File: config.mk
export PLATFORM = sky130hd
export DESIGN_NAME = edit_distance_flat
export DESIGN_NICKNAME = d
export VERILOG_FILES = /design/src/ed_pkg.sv /design/src/ed_in_if.sv /design/src/ed_out_if.sv /design/src/ed_cell.sv /design/src/edit_distance.sv /design/src/flat_wrapper.sv
export SDC_FILE = /design/constraint.sdc
export NUM_CORES = 2
export LEC_CHECK = 0
export BUFFER_PORTS_ARGS = -buffer_cell sky130_fd_sc_hd__buf_2
export CORE_MARGIN = 5
export CORE_UTILIZATION = 55
export DETAILED_ROUTE_END_ITERATION = 16
export HOLD_SLACK_MARGIN = 0.05
export PLACE_DENSITY = 0.75
export SYNTH_ARGS = -nofsm -noshare
export SYNTH_HDL_FRONTEND = slang
export SYNTH_HIERARCHICAL = 1
export SYNTH_SLANG_ARGS = --single-unit
File: constraint.sdc
create_clock -name clk_i -period 7.95 [get_ports clk_i]
set_input_delay 1.59 -clock clk_i [delete_from_list [all_inputs] [get_ports clk_i]]
set_output_delay 1.59 -clock clk_i [all_outputs]
set_load 0.02 [all_outputs]
File: src/ed_pkg.sv
// ----------------------------------------------------------------------------
// ed_pkg
// Shared types and helpers for the edit distance block.
// ----------------------------------------------------------------------------
package ed_pkg;

  localparam logic [7:0] UpperFirst = 8'h41;
  localparam logic [7:0] UpperLast  = 8'h5A;
  localparam logic [7:0] CaseOffset = 8'h20;

  // Register byte addresses of the configuration port.
  localparam logic [2:0] RegIgnoreCase = 3'd0;

  // What one cell hands to its right-hand neighbor besides the row values.
  typedef struct packed {
    logic       valid;
    logic [7:0] char_code;
  } link_t;

  function automatic logic [7:0] fold_char(input logic [7:0] c, input logic en);
    logic [7:0] r;
    r = c;
    if (en && (c inside {[UpperFirst:UpperLast]})) begin
      r = c + CaseOffset;
    end
    return r;
  endfunction

endpackage

File: src/ed_in_if.sv
// ----------------------------------------------------------------------------
// ed_in_if
// Input channel: one string byte or an empty-string marker per beat.
// ----------------------------------------------------------------------------
interface ed_in_if;
  logic       valid;
  logic       ready;
  logic       side;
  logic [7:0] char_code;
  logic       end_of_string;
  logic       empty_string;

  modport source (output valid, side, char_code, end_of_string, empty_string,
                  input ready);
  modport sink   (input valid, side, char_code, end_of_string, empty_string,
                  output ready);
endinterface

File: src/ed_out_if.sv
// ----------------------------------------------------------------------------
// ed_out_if
// Result channel: one distance and overflow flag per string pair.
// ----------------------------------------------------------------------------
interface ed_out_if #(parameter int unsigned DistW = 7);
  logic             valid;
  logic             ready;
  logic [DistW-1:0] distance;
  logic             overflow;

  modport source (output valid, distance, overflow, input ready);
  modport sink   (input valid, distance, overflow, output ready);
endinterface

File: src/ed_cell.sv
// ----------------------------------------------------------------------------
// ed_cell
// One column of the distance table: holds a left byte and its row value.
// ----------------------------------------------------------------------------
module ed_cell #(
  parameter int unsigned ValW  = 7,
  parameter int unsigned Index = 1
) (
  input  logic            clk_i,
  input  logic            rst_ni,
  input  logic            fold_i,
  input  logic            init_i,
  input  logic            wr_en_i,
  input  logic [7:0]      wr_byte_i,
  input  ed_pkg::link_t   link_i,
  input  logic [ValW-1:0] new_i,
  input  logic [ValW-1:0] old_i,
  output ed_pkg::link_t   link_o,
  output logic [ValW-1:0] new_o,
  output logic [ValW-1:0] old_o
);

  logic [7:0]      byte_q;
  logic [ValW-1:0] dp_q, dp_d;
  logic [ValW-1:0] old_q;
  logic            link_valid_q;
  logic [7:0]      link_char_q;
  logic            match;
  logic [ValW-1:0] min_v;

  always_comb begin
    match = ed_pkg::fold_char(byte_q, fold_i) == ed_pkg::fold_char(link_i.char_code, fold_i);
    min_v = new_i;
    if (dp_q < min_v) min_v = dp_q;
    if (old_i < min_v) min_v = old_i;
    dp_d = match ? old_i : min_v + ValW'(1);
  end

  always_ff @(posedge clk_i or negedge rst_ni) begin
    if (!rst_ni) begin
      dp_q         <= ValW'(Index);
      link_valid_q <= 1'b0;
    end else if (init_i) begin
      dp_q         <= ValW'(Index);
      link_valid_q <= 1'b0;
    end else begin
      link_valid_q <= link_i.valid;
      if (link_i.valid) begin
        dp_q <= dp_d;
      end
    end
  end

  always_ff @(posedge clk_i) begin
    if (wr_en_i) begin
      byte_q <= wr_byte_i;
    end
    if (link_i.valid) begin
      old_q       <= dp_q;
      link_char_q <= link_i.char_code;
    end
  end

  assign link_o = '{valid: link_valid_q, char_code: link_char_q};
  assign new_o  = dp_q;
  assign old_o  = old_q;

endmodule

File: src/edit_distance.sv
// Result: registered once the drain counter reaches L, L = left length, and the output is free.
// Throughput: one byte per cycle on both strings while loading; a right byte walks the cell row one
// cell per cycle, and input is held off while the last byte reaches cell L and until the result is captured.
// Reset: asynchronous, active low; the row returns to its index values at once, and stored
// left bytes stay undefined until written.
// ----------------------------------------------------------------------------
// edit_distance
// Levenshtein distance of two byte strings on a systolic row of cells.
// ----------------------------------------------------------------------------
module edit_distance #(
  parameter int unsigned MAX_LEN = 64
) (
  input  logic               clk_i,
  input  logic               rst_ni,
  ed_in_if.sink              in_i,
  ed_out_if.source           out_o,
  input  logic               psel_i,
  input  logic               penable_i,
  input  logic               pwrite_i,
  input  logic [2:0]         paddr_i,
  input  logic [31:0]        pwdata_i,
  output logic [31:0]        prdata_o,
  output logic               pready_o
);

  localparam int unsigned ValW = $clog2(MAX_LEN + 1);
  localparam logic [ValW-1:0] MaxVal = ValW'(MAX_LEN);

  localparam logic StLoad  = 1'b0;
  localparam logic StDrain = 1'b1;

  logic            state_q, state_d;
  logic            loading_q, loading_d;
  logic [ValW-1:0] left_len_q, left_len_d;
  logic [ValW-1:0] right_cnt_q, right_cnt_d;
  logic            ovf_q, ovf_d;
  logic [ValW-1:0] cnt_q, cnt_d;
  logic            ignore_case_q;

  ed_pkg::link_t   head_link_d;
  logic            head_valid_q;
  logic [7:0]      head_char_q;
  logic [ValW-1:0] head_old_q;

  logic            out_valid_q, out_valid_d;
  logic [ValW-1:0] out_dist_q;
  logic            out_ovf_q;

  logic            in_fire, left_wr, capture, init_row;
  logic [ValW-1:0] dp_sel;

  ed_pkg::link_t   link   [0:MAX_LEN];
  logic [ValW-1:0] new_v  [0:MAX_LEN];
  logic [ValW-1:0] old_v  [0:MAX_LEN];

  // Configuration port.
  assign pready_o = 1'b1;
  assign prdata_o = (paddr_i == ed_pkg::RegIgnoreCase) ? {31'd0, ignore_case_q} : 32'd0;

  always_ff @(posedge clk_i or negedge rst_ni) begin
    if (!rst_ni) begin
      ignore_case_q <= 1'b0;
    end else if (psel_i && penable_i && pwrite_i && paddr_i == ed_pkg::RegIgnoreCase) begin
      ignore_case_q <= pwdata_i[0];
    end
  end

  assign in_i.ready = (state_q == StLoad);
  assign in_fire    = in_i.valid && in_i.ready;

  assign dp_sel  = new_v[left_len_q];
  assign capture = (state_q == StDrain) && (cnt_q == left_len_q) &&
                   (!out_valid_q || out_o.ready);
  assign init_row = capture;
  assign left_wr  = in_fire && !loading_q && (in_i.side == loading_q) &&
                    !in_i.empty_string && (left_len_q < MaxVal);

  always_comb begin
    state_d     = state_q;
    loading_d   = loading_q;
    left_len_d  = left_len_q;
    right_cnt_d = right_cnt_q;
    ovf_d       = ovf_q;
    cnt_d       = cnt_q;
    head_link_d = '{valid: 1'b0, char_code: head_char_q};
    out_valid_d = out_valid_q && !out_o.ready;

    if (in_fire && (in_i.side == loading_q)) begin
      if (!loading_q) begin
        if (!in_i.empty_string) begin
          if (left_len_q < MaxVal) left_len_d = left_len_q + ValW'(1);
          else                     ovf_d      = 1'b1;
        end
        if (in_i.empty_string || in_i.end_of_string) loading_d = 1'b1;
      end else begin
        if (!in_i.empty_string) begin
          if (right_cnt_q < MaxVal) begin
            head_link_d.valid     = 1'b1;
            head_link_d.char_code = in_i.char_code;
            right_cnt_d           = right_cnt_q + ValW'(1);
          end else begin
            ovf_d = 1'b1;
          end
        end
        if (in_i.empty_string || in_i.end_of_string) begin
          state_d = StDrain;
          cnt_d   = '0;
        end
      end
    end

    if (state_q == StDrain) begin
      if (cnt_q != left_len_q) cnt_d = cnt_q + ValW'(1);
      if (capture) begin
        out_valid_d = 1'b1;
        state_d     = StLoad;
        loading_d   = 1'b0;
        left_len_d  = '0;
        right_cnt_d = '0;
        ovf_d       = 1'b0;
      end
    end
  end

  always_ff @(posedge clk_i or negedge rst_ni) begin
    if (!rst_ni) begin
      state_q      <= StLoad;
      loading_q    <= 1'b0;
      left_len_q   <= '0;
      right_cnt_q  <= '0;
      ovf_q        <= 1'b0;
      cnt_q        <= '0;
      head_valid_q <= 1'b0;
      out_valid_q  <= 1'b0;
    end else begin
      state_q      <= state_d;
      loading_q    <= loading_d;
      left_len_q   <= left_len_d;
      right_cnt_q  <= right_cnt_d;
      ovf_q        <= ovf_d;
      cnt_q        <= cnt_d;
      head_valid_q <= head_link_d.valid;
      out_valid_q  <= out_valid_d;
    end
  end

  always_ff @(posedge clk_i) begin
    if (head_link_d.valid) begin
      head_char_q <= head_link_d.char_code;
      head_old_q  <= right_cnt_q;
    end
    if (capture) begin
      out_dist_q <= ovf_q ? MaxVal : dp_sel;
      out_ovf_q  <= ovf_q;
    end
  end

  assign out_o.valid    = out_valid_q;
  assign out_o.distance = out_dist_q;
  assign out_o.overflow = out_ovf_q;

  // Column zero of the row is the right byte count itself.
  assign link[0]  = '{valid: head_valid_q, char_code: head_char_q};
  assign new_v[0] = right_cnt_q;
  assign old_v[0] = head_old_q;

  for (genvar i = 1; i <= MAX_LEN; i++) begin : g_cell
    ed_cell #(
      .ValW  (ValW),
      .Index (i)
    ) u_cell (
      .clk_i     (clk_i),
      .rst_ni    (rst_ni),
      .fold_i    (ignore_case_q),
      .init_i    (init_row),
      .wr_en_i   (left_wr && (left_len_q == ValW'(i - 1))),
      .wr_byte_i (in_i.char_code),
      .link_i    (link[i-1]),
      .new_i     (new_v[i-1]),
      .old_i     (old_v[i-1]),
      .link_o    (link[i]),
      .new_o     (new_v[i]),
      .old_o     (old_v[i])
    );
  end

  // The drain counter never runs past the left length.
  a_cnt_bound: assert property (@(posedge clk_i) disable iff (!rst_ni)
    (state_q == StDrain) |-> (cnt_q <= left_len_q))
    else $error("drain counter passed the left length");

  // The right count only moves once the left string has ended.
  a_right_idle: assert property (@(posedge clk_i) disable iff (!rst_ni)
    !loading_q |-> (right_cnt_q == '0))
    else $error("right count nonzero while loading left string");

  // Draining only follows a right string.
  a_drain_right: assert property (@(posedge clk_i) disable iff (!rst_ni)
    (state_q == StDrain) |-> loading_q)
    else $error("drain entered without a right string");

  // A result waiting at the output is never overwritten.
  a_out_hold: assert property (@(posedge clk_i) disable iff (!rst_ni)
    (out_valid_q && !out_o.ready) |=> (out_valid_q && $stable(out_dist_q)))
    else $error("pending result changed");

  // Lengths stay within the cell row.
  a_len_bound: assert property (@(posedge clk_i) disable iff (!rst_ni)
    (left_len_q <= MaxVal) && (right_cnt_q <= MaxVal))
    else $error("length counter beyond MAX_LEN");

endmodule

File: src/flat_wrapper.sv
// flat-port wrapper written by rule: the top's interface ports become plain ports
module edit_distance_flat 
#(
  parameter int unsigned MAX_LEN = 64
)
  (clk_i, rst_ni, psel_i, penable_i, pwrite_i, paddr_i, pwdata_i, prdata_o, pready_o, in_i_valid, in_i_side, in_i_char_code, in_i_end_of_string, in_i_empty_string, in_i_ready, out_o_valid, out_o_distance, out_o_overflow, out_o_ready);
  ed_in_if in_i_i ();
  ed_out_if #(.DistW(7)) out_o_i ();
  input  logic clk_i;
  input  logic rst_ni;
  input  logic psel_i;
  input  logic penable_i;
  input  logic pwrite_i;
  input  logic [2:0] paddr_i;
  input  logic [31:0] pwdata_i;
  output logic [31:0] prdata_o;
  output logic pready_o;
  input wire logic [$bits(in_i_i.valid)-1:0] in_i_valid;
  input wire logic [$bits(in_i_i.side)-1:0] in_i_side;
  input wire logic [$bits(in_i_i.char_code)-1:0] in_i_char_code;
  input wire logic [$bits(in_i_i.end_of_string)-1:0] in_i_end_of_string;
  input wire logic [$bits(in_i_i.empty_string)-1:0] in_i_empty_string;
  output wire logic [$bits(in_i_i.ready)-1:0] in_i_ready;
  output wire logic [$bits(out_o_i.valid)-1:0] out_o_valid;
  output wire logic [$bits(out_o_i.distance)-1:0] out_o_distance;
  output wire logic [$bits(out_o_i.overflow)-1:0] out_o_overflow;
  input wire logic [$bits(out_o_i.ready)-1:0] out_o_ready;
  assign in_i_i.valid = in_i_valid;
  assign in_i_i.side = in_i_side;
  assign in_i_i.char_code = in_i_char_code;
  assign in_i_i.end_of_string = in_i_end_of_string;
  assign in_i_i.empty_string = in_i_empty_string;
  assign in_i_ready = in_i_i.ready;
  assign out_o_valid = out_o_i.valid;
  assign out_o_distance = out_o_i.distance;
  assign out_o_overflow = out_o_i.overflow;
  assign out_o_i.ready = out_o_ready;
  edit_distance #(.MAX_LEN(MAX_LEN)) u_core (.clk_i(clk_i), .rst_ni(rst_ni), .in_i(in_i_i), .out_o(out_o_i), .psel_i(psel_i), .penable_i(penable_i), .pwrite_i(pwrite_i), .paddr_i(paddr_i), .pwdata_i(pwdata_i), .prdata_o(prdata_o), .pready_o(pready_o));
endmodule
**Yosys cells after proc, flatten, opt, wreduce, memory -nomap -nowiden**

Cells that the tools add are included.

- Reductions and logical operators: 405
- Magnitude comparators: 387
- Muxes and demuxes: 556
- Bitwise logic cells: 3
- Shifts and indexed selects: 0
- Div/mod/pow operators: 0
- Add/subtract/negate cells: 195
- Equality and inequality tests: 130
- $mul: 0

Operator list:

| cell | count |
|---|---|
| two-way mux 7 bit | 339 |
| adder 8 x 6 -> 8 bit, second input constant | 128 |
| greater-or-equal comparator 8 x 7 -> 1 bit, second input constant | 128 |
| less-or-equal comparator 8 x 7 -> 1 bit, second input constant | 128 |
| two-way mux 8 bit | 128 |
| < comparator 7 bit | 128 |
| equality test 8 bit | 64 |
| adder 7 x 1 -> 7 bit, second input constant | 67 |
| logical AND 1 bit | 332 |
| equality test 7 x 6 -> 1 bit, second input constant | 32 |
| nonzero test 2 bit | 64 |
| equality test 7 x 5 -> 1 bit, second input constant | 16 |
| two-way mux 1 bit | 84 |
| equality test 7 x 4 -> 1 bit, second input constant | 8 |
| binary-select mux 7 bit (select 7 bit) | 1 |
| two-way mux 9 bit | 4 |
| equality test 7 x 3 -> 1 bit, second input constant | 4 |
| equality test 7 x 2 -> 1 bit, second input constant | 2 |
| < comparator 7 bit, second input constant | 2 |
| greater-or-equal comparator 8 bit, second input constant | 1 |
| NOT 7 -> 8 bit | 1 |
| equality test 7 x 1 -> 1 bit, second input constant | 1 |
| equality test 7 bit | 1 |
| logical NOT 7 bit | 1 |
| 7 further kinds | 12 |

- Register bits: 2018
- Memories: 0
- Memory bits (read-only): 0
- Bits in latches: 0
- Memory bits (writable): 0
- Word-level logic and storage cells: 2006

**Depth between registers and ports, before layout**

- Depth after elaboration: 8
- Gate-level depth with buffers: 27
- Gate-level depth less buffers: 24

**Worst setup path after synthesis**

Ideal clock, no wire load.

- Kind: register to register
- Start point: register u_core.g_cell[61].u_cell.dp_q[4]
- End point: register u_core.g_cell[62].u_cell.dp_q[6]
- Clock period less this slack: 5.557 ns
- Path slack: 2.393 ns
- Library setup time: 0.101 ns
- Arrival time: 5.456 ns
- Cell stages (with the launch flop): 27
- Cells stage by stage: dfstp_2 inv_1 ha_1 a211oi_1 nor2_1 a211oi_2 buf_2 buf_1 nor2_1 a21oi_1 ha_1 a21o_1 a21o_1 a21o_1 a41oi_1 nand2_1 clkbuf_1 a21oi_1 ha_1 clkbuf_1 inv_1 or4_1 mux2i_1 xnor2_1 a21oi_1 o211a_1 nor4_1

- Word-level cells in the longest chain between the ends: 8

Ends and longest elaborated chain:

| what | RTL line | source |
|---|---|---|
| start, declared | ed_cell.sv:24 | `logic [ValW-1:0] dp_q, dp_d;` |
| start signal, assigned | ed_cell.sv:41 | `dp_q <= ValW'(Index);` |
| start signal, assigned | ed_cell.sv:44 | `dp_q <= ValW'(Index);` |
| start signal, assigned | ed_cell.sv:49 | `dp_q <= dp_d;` |
| < comparator 7 bit | ed_cell.sv:34 | `if (dp_q < min_v) min_v = dp_q;` |
| two-way mux 7 bit * | ed_cell.sv:34 |  |
| < comparator 7 bit | ed_cell.sv:35 | `if (old_i < min_v) min_v = old_i;` |
| two-way mux 7 bit * | ed_cell.sv:35 |  |
| adder 7 x 1 -> 7 bit * | ed_cell.sv:36 | `dp_d = match ? old_i : min_v + ValW'(1);` |
| two-way mux 7 bit * | ed_cell.sv:36 |  |
| two-way mux 7 bit * | ed_cell.sv:48 | `if (link_i.valid) begin` |
| two-way mux 7 bit * | ed_cell.sv:43 | `end else if (init_i) begin` |
| end signal, assigned | ed_cell.sv:41 |  |
| end signal, assigned | ed_cell.sv:44 |  |
| end signal, assigned | ed_cell.sv:49 |  |
| end, declared | ed_cell.sv:24 |  |

Every way passes the cells marked *; elsewhere a longest branch is shown, timed or not. The select of a mux whose other input is x is not followed.
A chain may end at the register's enable or synchronous reset.

**Final worst setup path**

- Start point: register u_core.g_cell[57].u_cell.dp_q[4]
- End point: register u_core.g_cell[58].u_cell.dp_q[6]

- Word-level cells in the longest chain between the ends: 8

Ends and longest elaborated chain:

| what | RTL line |
|---|---|
| start, declared | ed_cell.sv:24 |
| start signal, assigned | ed_cell.sv:41 |
| start signal, assigned | ed_cell.sv:44 |
| start signal, assigned | ed_cell.sv:49 |
| < comparator 7 bit | ed_cell.sv:34 |
| two-way mux 7 bit * | ed_cell.sv:34 |
| < comparator 7 bit | ed_cell.sv:35 |
| two-way mux 7 bit * | ed_cell.sv:35 |
| adder 7 x 1 -> 7 bit * | ed_cell.sv:36 |
| two-way mux 7 bit * | ed_cell.sv:36 |
| two-way mux 7 bit * | ed_cell.sv:48 |
| two-way mux 7 bit * | ed_cell.sv:43 |
| end signal, assigned | ed_cell.sv:41 |
| end signal, assigned | ed_cell.sv:44 |
| end signal, assigned | ed_cell.sv:49 |
| end, declared | ed_cell.sv:24 |

Marked as above.

==> flow_summary.toml <==
[clock_network]
ctsHoldBuffers = 0
clkSinkCount = 2018
cts_buffers = 225
clockBufferDepth = 4
clk_latency_ps = 910
htreeDepth = 4
cts.repair.resized = 0
cts_tree = "yes"
postCtsSetupBuffers = 0
clk_pin_slew_ps = 70
clockRootBuffer = "clkbuf_16"

[global_route]
grt_pass1_vias = 110000
antenna_found_initial = 18
grt_pass1_wl_mm = 623
overflow = 0
grt_usage = 0.282
grt_max_degree = 133

[hold_path]
hold_path_startpoint = "u_core/g_cell[39].u_cell/link_char_q[7]"
min_to = "u_core/g_cell[40].u_cell/link_char_q[7]"
hold_class = "reg -> reg"
holdPathStages = 0

[critical_path]
reg2reg_depth = 20
startpoint_type = "register"
critPathTopFamily = "compound AO/OA/AOI/OAI gates"
rrSetupSlack_ps = 1870
crit_chain = "inv_1 > ha_1 > a21oi_1 > o21ai_0 > a21oi_1 > mux2i_1 > ha_1 > a21oi_1 > o21ai_1 > o21ba_2 > o32ai_1 > inv_1 > ha_1 > inv_1 > nor3_1 > mux2i_1 > xor2_1 > nor2_1 > o31a_1 > o21ai_1"
crit_required_ps = 8760
cp-end-kind = "register"
crit_type = "reg -> reg"
regToRegStartpoint = "u_core/g_cell[57].u_cell/new_o[4]"
r2r-end = "u_core/g_cell[58].u_cell/new_o[6]"
crit_fanout = 11
max_stage_delay_ps = 970
critical_path_buf_inv_count = 3
crit_arrival_ps = 6890
cp_slowest_cell = "a21oi_1"

[sta]
slew_headroom = 0.144
setup_viol = 0
post-route-min-period_ps = 6080
finalHoldViolations = 0
worst_pin_slew_ps = 1270
slew_viol_final = 0
fmaxAchievable_ghz = 0.165
fin_crit_sh = 0.765
fin_tns_setup_ps = 0
clock_skew_ps = 58.8
rsz0062_at_grt = "false"

[floorplanning]
num_rows = 188
die_w_microns = 523
core_sq_um = 262000
floorplan.initialDensity = 0.553
io_pins = 96
die_h_microns = 523
die_area_sq_um = 274000

[drt]
routed-wl-met2_mm = 179
met1Wirelength_mm = 167
avgViaCountPerCell = 6.50
dr.first_iter.drc_count = 11600
drt_first_pass_iters = 10
top_layer = "met5"
drt_wl_total_mm = 399
wl_per_cell_microns = 22.3
drc = 0
dr_total_vias = 116000
wl_met3_mm = 34.3
antenna_left = 0

[finish]
nFillCells = 21500
seq_area_sq_um = 58200
area_growth_pct = 7.47
num-nets-final = 15200
drive_gt1_frac = 0.117
multi_input_area_sq_um = 80500
fin_util = 0.594

[run_status]
status = "complete, no violations"

[placement]
dp_hpwl_mm = 279
place.port_buffers = 32
gp_congestion = 0.957

[synthesis]
yosysWarnings = 6
netlist_area_sq_um = 145000
syn_avg_cell_area_sq_um = 10.2
synthesis.instances = 14200

[pwr]
leakage_uw = 0.0582
p_per_area_nw_per_um2 = 338
ir_drop_v = 0.000417
power_uw = 52600

[run]
maxCapViolCount = 0
## state kept, by name, indices dropped and copies added (netlist names), 7 cells and up
register and count:
u_core/g_cell.u_cell/old_o 441, u_core/g_cell.u_cell/link_valid_q 63, u_core/head_char_q 8, u_core/head_old_q 7, u_core/cnt_q 7, u_core/out_o.distance 7, u_core/g_cell.u_cell/new_o 448, u_core/left_len_q 7
u_core/g_cell.u_cell/byte_q 512, u_core/right_cnt_q 7, u_core/g_cell.u_cell/link_char_q 504
## worst reg2reg max path, stage by stage (launching register included)
cell and delay (ps):
dfstp_2 660, inv_1 110, ha_1 330, a21oi_1 190, o21ai_0 140, a21oi_1 970
mux2i_1 330, ha_1 390, a21oi_1 70, o21ai_1 290, o21ba_2 210, o32ai_1 690
inv_1 180, ha_1 310, inv_1 200, nor3_1 100, mux2i_1 210, xor2_1 210
nor2_1 60, o31a_1 270, o21ai_1 110
## per-stage QoR
step	hold WS, ps	cell area (sq um)	worst slack [ps]	std cells
after global routing	493	156000	1350	17900
after detailed placement	459	148000	2010	17500
after CTS	478	156000	1980	17900
after floorplan	443	145000	2390	14300
after global placement	462	148000	2080	17500
final	472	156000	1870	17900
## layout make-up
cell class	instances	share of cell area
Clock buffer	268	0.0387
Sequential cell	2018	0.373
Inverter	905	0.0218
Multi-Input combinational cell	10900	0.517
Clock inverter	155	0.0127
Tap cell	3515	0.0282
Timing Repair Buffer	155	0.00803
Antenna cell	7	0.000112
## placed cells by master, fill, tap and decap left out, drive strengths merged, types with 193 or more instances in the layout
cell type     n
edfxtp     1480
and3        209
dfrtp       345
mux2i       437
xor2        366
o21ai       602
nor2       1098
dfstp       193
inv         928
xnor2       456
nand3       609
a21oi       992
ha          918
mux2        195
a211oi      256
nor3        436
a21o        216
clkbuf      268
nand2       921
## layer usage
layer | up-vias | GRT usage
met5 | - | 0
met4 | 6 | 0.117
met3 | 872 | 0.0410
met2 | 5010 | 0.447
met1 | 56400 | 0.389
li1 | 54200 | -
## how the worst max path moves through the flow
stage,cells past startpoint,end,startpoint
final,20,u_core/g_cell[58].u_cell/new_o[6],u_core/g_cell[57].u_cell/new_o[4]
after global routing,20,u_core/g_cell[56].u_cell/new_o[6],u_core/g_cell[55].u_cell/new_o[4]
after CTS,21,u_core/g_cell[43].u_cell/new_o[6],u_core/g_cell[42].u_cell/new_o[2]
after detailed placement,21,u_core/g_cell[43].u_cell/new_o[6],u_core/g_cell[42].u_cell/new_o[2]
after global placement,21,u_core/g_cell[14].u_cell/new_o[4],u_core/g_cell[13].u_cell/new_o[2]
after floorplan,26,u_core/g_cell[62].u_cell/new_o[6],u_core/g_cell[61].u_cell/new_o[4]
## power by group
part	switching (uW)	internal, uW
Sequential	2430	12500
Combinational	15600	10800
Clock	4620	6620
Note: power is estimated with default switching activity, not from simulation.
